===== src/rtl/assert_macros.svh =====
// Assertion helpers shared by ihc_accum.sv and ihc_outbuf.sv. Each macro expects the module
// to have the clock aclk and the active-low synchronous reset aresetn.
`ifndef ASSERT_MACROS_SVH
`define ASSERT_MACROS_SVH

// Property that must hold at every clock edge outside reset.
`define IHC_ASSERT_ALWAYS(label, expr) \
    label: assert property (@(posedge aclk) disable iff (!aresetn) (expr)) \
        else $error("assertion failed");

// Property whose consequent must hold in the cycle after the antecedent.
`define IHC_ASSERT_NEXT(label, ante, cons) \
    label: assert property (@(posedge aclk) disable iff (!aresetn) (ante) |=> (cons)) \
        else $error("assertion failed");

`endif


===== src/rtl/ihc_pkg.sv =====
`timescale 1ns / 1ps
`default_nettype none

package ihc_pkg;

    // Header byte positions.
    localparam int IDX_PROTOCOL = 9;
    localparam int IDX_CSUM_HI  = 10;
    localparam int IDX_CSUM_LO  = 11;
    localparam int IDX_DST_0    = 16;
    localparam int IDX_DST_1    = 17;
    localparam int IDX_DST_2    = 18;
    localparam int IDX_DST_3    = 19;

    // Protocol number of ICMP.
    localparam logic [7:0] PROTO_ICMP = 8'd1;

    // Own address after reset: 192.168.1.20.
    localparam logic [31:0] OWN_ADDR_RESET = 32'hC0A8_0114;

    // One result word, first field in the highest bits.
    typedef struct packed {
        logic [15:0] computed_checksum;
        logic [15:0] received_checksum;
        logic        checksum_ok;
        logic        for_me_icmp;
    } ihc_result_t;

    localparam int RES_W     = $bits(ihc_result_t);
    localparam int M_TDATA_W = ((RES_W + 7) / 8) * 8;
    localparam int S_TDATA_W = 8;

    // 16-bit ones'-complement add with the carry folded back in.
    function automatic logic [15:0] ones_add(input logic [15:0] a, input logic [15:0] b);
        logic [16:0] s;
        logic [16:0] f;
        s = {1'b0, a} + {1'b0, b};
        f = {1'b0, s[15:0]} + {16'd0, s[16]};
        return f[15:0];
    endfunction

endpackage

`default_nettype wire


===== src/rtl/ihc_accum.sv =====
`timescale 1ns / 1ps
`default_nettype none
`include "assert_macros.svh"

module ihc_accum #(
    parameter int HEADER_BYTES = 20
) (
    input  wire logic                aclk,
    input  wire logic                aresetn,
    input  wire logic                in_fire,
    input  wire logic [7:0]          data_byte,
    input  wire logic                first_byte,
    input  wire logic [31:0]         own_address,
    output logic                     res_valid,
    output ihc_pkg::ihc_result_t     res
);
    import ihc_pkg::*;

    localparam int CW = $clog2(HEADER_BYTES + 1);
    localparam logic [CW-1:0] HDR_LEN  = CW'(HEADER_BYTES);
    localparam logic [CW-1:0] HDR_LAST = CW'(HEADER_BYTES - 1);

    logic [CW-1:0] count_reg, count_next;
    logic [15:0]   sum_reg, sum_next;
    logic [7:0]    hold_reg, hold_next;
    logic [15:0]   capt_reg, capt_next;
    logic          addr_match_reg, addr_match_next;
    logic          proto_match_reg, proto_match_next;

    logic [CW-1:0] idx;
    logic [15:0]   eff_sum;
    logic [7:0]    eff_hold;
    logic [15:0]   eff_capt;
    logic          eff_addr;
    logic          eff_proto;
    logic          in_hdr;
    logic          is_dst;
    logic [7:0]    want_byte;
    logic [7:0]    sb;
    logic [15:0]   add_word;
    logic [15:0]   sum_add;
    logic [15:0]   computed;

    // A first-byte flag restarts the header from a clean state.
    always_comb begin
        idx       = first_byte ? '0     : count_reg;
        eff_sum   = first_byte ? 16'd0  : sum_reg;
        eff_hold  = first_byte ? 8'd0   : hold_reg;
        eff_capt  = first_byte ? 16'd0  : capt_reg;
        eff_addr  = first_byte ? 1'b1   : addr_match_reg;
        eff_proto = first_byte ? 1'b0   : proto_match_reg;
        in_hdr    = (idx < HDR_LEN);
    end

    // Destination byte that the current position should carry.
    always_comb begin
        is_dst    = 1'b1;
        want_byte = 8'd0;
        case (idx)
            CW'(IDX_DST_0): want_byte = own_address[31:24];
            CW'(IDX_DST_1): want_byte = own_address[23:16];
            CW'(IDX_DST_2): want_byte = own_address[15:8];
            CW'(IDX_DST_3): want_byte = own_address[7:0];
            default:        is_dst    = 1'b0;
        endcase
    end

    // One ones'-complement adder serves both the word sum and the odd-length tail.
    always_comb begin
        sb = ((idx == CW'(IDX_CSUM_HI)) || (idx == CW'(IDX_CSUM_LO))) ? 8'd0 : data_byte;
        add_word = idx[0] ? {eff_hold, sb} : {sb, 8'd0};
        sum_add  = ones_add(eff_sum, add_word);
        computed = ~sum_add;
    end

    // Next state of the header accumulators.
    always_comb begin
        count_next       = idx;
        sum_next         = eff_sum;
        hold_next        = eff_hold;
        capt_next        = eff_capt;
        addr_match_next  = eff_addr;
        proto_match_next = eff_proto;
        if (in_hdr) begin
            count_next = idx + CW'(1);
            if (idx == CW'(IDX_PROTOCOL)) begin
                proto_match_next = (data_byte == PROTO_ICMP);
            end
            if (is_dst && (data_byte != want_byte)) begin
                addr_match_next = 1'b0;
            end
            if (idx == CW'(IDX_CSUM_HI)) begin
                capt_next[15:8] = data_byte;
            end
            if (idx == CW'(IDX_CSUM_LO)) begin
                capt_next[7:0] = data_byte;
            end
            if (idx[0]) begin
                sum_next  = sum_add;
                hold_next = 8'd0;
            end else begin
                hold_next = sb;
            end
        end
    end

    // Result on the last header byte.
    always_comb begin
        res_valid             = in_fire && (idx == HDR_LAST);
        res.for_me_icmp       = addr_match_next && proto_match_next;
        res.received_checksum = capt_next;
        res.computed_checksum = computed;
        res.checksum_ok       = (capt_next == computed);
    end

    always_ff @(posedge aclk) begin
        if (!aresetn) begin
            count_reg       <= '0;
            sum_reg         <= 16'd0;
            hold_reg        <= 8'd0;
            capt_reg        <= 16'd0;
            addr_match_reg  <= 1'b1;
            proto_match_reg <= 1'b0;
        end else if (in_fire) begin
            count_reg       <= count_next;
            sum_reg         <= sum_next;
            hold_reg        <= hold_next;
            capt_reg        <= capt_next;
            addr_match_reg  <= addr_match_next;
            proto_match_reg <= proto_match_next;
        end
    end

    `IHC_ASSERT_ALWAYS(a_count_saturates, count_reg <= HDR_LEN)
    `IHC_ASSERT_NEXT(a_result_ends_header, res_valid, count_reg == HDR_LEN)

endmodule

`default_nettype wire


===== config.mk =====
export PLATFORM = sky130hd
export DESIGN_NAME = ihc_accum
export DESIGN_NICKNAME = d
export VERILOG_FILES = /design/src/rtl/ihc_pkg.sv /design/src/rtl/ihc_accum.sv
export VERILOG_INCLUDE_DIRS = /design/src /design/src/rtl
export SDC_FILE = /design/constraint.sdc
export NUM_CORES = 1
export LEC_CHECK = 0
export BUFFER_PORTS_ARGS = -buffer_cell sky130_fd_sc_hd__buf_2
export CAP_MARGIN = 10
export CORE_MARGIN = 4
export CORE_UTILIZATION = 52
export CTS_BUF_LIST = sky130_fd_sc_hd__clkbuf_4
export DETAILED_ROUTE_END_ITERATION = 8
export PLACE_DENSITY = 0.79
export SYNTH_ARGS = -nofsm -noshare
export SYNTH_HDL_FRONTEND = slang
export SYNTH_SLANG_ARGS = --single-unit

===== constraint.sdc =====
create_clock -name aclk -period 7.6 [get_ports aclk]
set_input_delay 1.14 -clock aclk [delete_from_list [all_inputs] [get_ports aclk]]
set_output_delay 1.14 -clock aclk [all_outputs]
set_load 0.05 [all_outputs]

==> flow_summary.toml <==
[route]
wirelength_um = 11900
detail_route.drc_violations = 0
routedWlPerCell_um = 17.3
ant_nets = 0
detail_route.first_pass.iterations = 5
vias_per_cell = 5.88
route.vias.total = 4036
detail_route.iter0.violations = 255

[power_and_ir_drop]
power.total_mw = 0.555
pleak_nw = 2.11
vdd_ir_drop_max_mv = 0.0799
pwr_density_cell_nw_per_um2 = 118

[clocking]
cts.root.buffer_cell = "clkbuf_4"
clk_pin_slew_worst_paths_ns = 0.15
tritoncts.num_buffers = 5
clock_insertion_delay_at_the_later_pin_of_the_skew_report_ns = 0.38
cts-htree-levels = 2
tritoncts_clock_tree = "built"
cts_buffer_depth = 2
numClockSinks = 47

[sta]
finalCritPeriodShare = 0.964
fmaxAchievable_mhz = 137
timing_max_transition_violations_final = 0
setup-violations-final = 0
finClkSkew_ns = 0.0182
worst_slew_pin_slew_ns = 0.898
timing.final.hold_violations = 0
slew_headroom = 0.399
fin_crit_ns = 7.33

[die]
fp.dieArea_um2 = 8900
placement_rows = 31
die_y_um = 94.4
io-pin-count = 79
start_util = 0.535
die_w_um = 94.4
design.core.area_um2 = 7250

[grt]
antenna_found_initial = 0
grt_overflow_total = 0
largest_net_degree_at_the_start_of_global_routing = 41
grt_first_pass_wirelength_um = 18600
grt_pass1_vias = 3858
gr-usage-all-layers = 0.263

[yosys]
synth_edf_count = 0
netlist-cell-type-count = 56
synth_top_flop_cell = "dfxtp_1"
post_synth_inst_count = 508
yosys.area.top_type_share = 0.243
syn-cell-area_um2 = 3880
syn-num-nets = 575
synth_seq_area_share = 0.243
postSynthAreaPerCell_um2 = 7.63
ys_warn_count = 0
async_flop_share = 0
ys_seq_elements = 47
synth_top_area_cell = "dfxtp_1"
synth_area_leaders = "dfxtp_1, xnor2_1, ha_1"

[worst_setup_path]
critical_path.max_fanout = 8
critical_path.startpoint_type = "input port"
critPathCaptureType = "primary output"
timing.setup.critical_path_class = "in2out"
cp.required_ns = 6.46
critical_path_arrival_ns = 6.19

[placement]
post-dp-hpwl_um = 9170
place.gp.congestion = 0.906
numPlacedInstances = 671
io_buffer_count = 78

[finish]
seq_area_um2 = 941
num-nets-final = 653
post-route-util = 0.651
fill_cell_total_of_the_finished_layout = 678
mostFrequentLayoutCell = "buf_2"
finish.cell_count_without_fillers = 686
area_growth_syn_to_layout_pct = 21.8
multiInputGateArea_um2 = 2930
post_route_cells_drive_above_1_share = 0.250
antenna_cells_inserted = 0
leading_cell_types_in_the_layout_fill_and_taps_excluded = "buf_2, nor2_1, dfxtp_1"

[min_path]
timing.hold.worst.class = "reg2reg"

[flow_run]
drv_cap = 0

[outcome]
status = "finished clean"
==> Yosys cell counts, drive strengths merged (7+ instances only) <==
cell type / count
a211oi: 18
a21oi: 33
a221oi: 10
a22o: 16
a22oi: 7
a31oi: 15
and2: 16
clkbuf: 21
dfxtp: 47
ha: 22
inv: 34
nand2: 30
nand3: 20
nand4: 8
nor2: 71
nor2b: 21
nor4: 9
xnor2: 37
xor2: 12
==> worst max-delay path, cell delays in order <==
cell      delay [ns]
buf_2           0.21
nor2b_4         0.07
inv_1           0.17
ha_1            0.23
nand3_1         0.13
nand2_2         0.16
nor2_4          0.06
a22o_1          0.25
ha_4            0.32
and3_4          0.19
nand4_1         0.09
or2_1           0.27
a311oi_2        0.28
a21oi_1         0.11
o21bai_1        0.19
ha_2            0.24
and3_4          0.21
nand4_1         0.19
nor4_4          0.28
nand4_1         0.21
nor3_2          0.16
xnor3_2         0.31
xnor2_1         0.18
nor4_4          0.32
buf_6           0.20
==> power breakdown <==
part	internal, mW	switching (mW)	leakage (nW)
sequential	0.255	0.00455	0.383
clock	0.0396	0.0870	0.0333
combinational	0.0560	0.113	1.69
==> metrics by stage <==
stage | setup slack, ns | cell area (µm²) | TNS [ns] | hold WS (ns)
after floorplan | 0.00334 | 4120 | 0 | 0.432
after global routing | -0.0470 | 4720 | -0.0470 | 0.488
after global placement | 0.277 | 4580 | 0 | 0.442
final | 0.274 | 4720 | 0 | 0.469
after detailed placement | 0.0358 | 4580 | 0 | 0.445
after CTS | 0.0248 | 4640 | 0 | 0.463
==> metal layers <==
metal	vias up	part of all wire	track usage
met5	-	0	0
met1	1876	0.42	0.335
met2	172	0.49	0.453
met4	0	0.028	0.0987
met3	32	0.062	0.0359
li1	1956	-	-
==> area by class of cell <==
type	count	share of cell area
tap	99	0.0262
sequential	47	0.199
clock inverter	2	0.00265
multi-input combinational	399	0.620
inverter	36	0.0286
clock buffer	6	0.00954
timing repair buffer	97	0.114
==> cells by family after synthesis <==
family	count (synthesis)	synth area share
compound gates	126	0.239
simple gates	197	0.254
flops	47	0.243
xor+xnor	50	0.120
fa+ha+maj	23	0.0762
buf+inv	62	0.0607
mux	3	0.00774
==> final timing paths <==
kind                                   start           end  slack [ns]  depth (start not counted)
worst min-delay path            count_reg[1]  count_reg[1]        0.47                          2
worst max register to register  count_reg[3]   sum_reg[10]        2.38                         23
worst max-delay path              first_byte        res[1]        0.27                         25
worst min register to register  count_reg[1]  count_reg[1]        0.47                          2
==> repair_timing <==
action / CTS / global route
hold buffers: 0 / 0
buffers inserted: 0 / 7
endpoints found under the setup margin: 0 / 1
resized for setup: 0 / 9
Note: power is estimated with default switching activity, not from simulation.
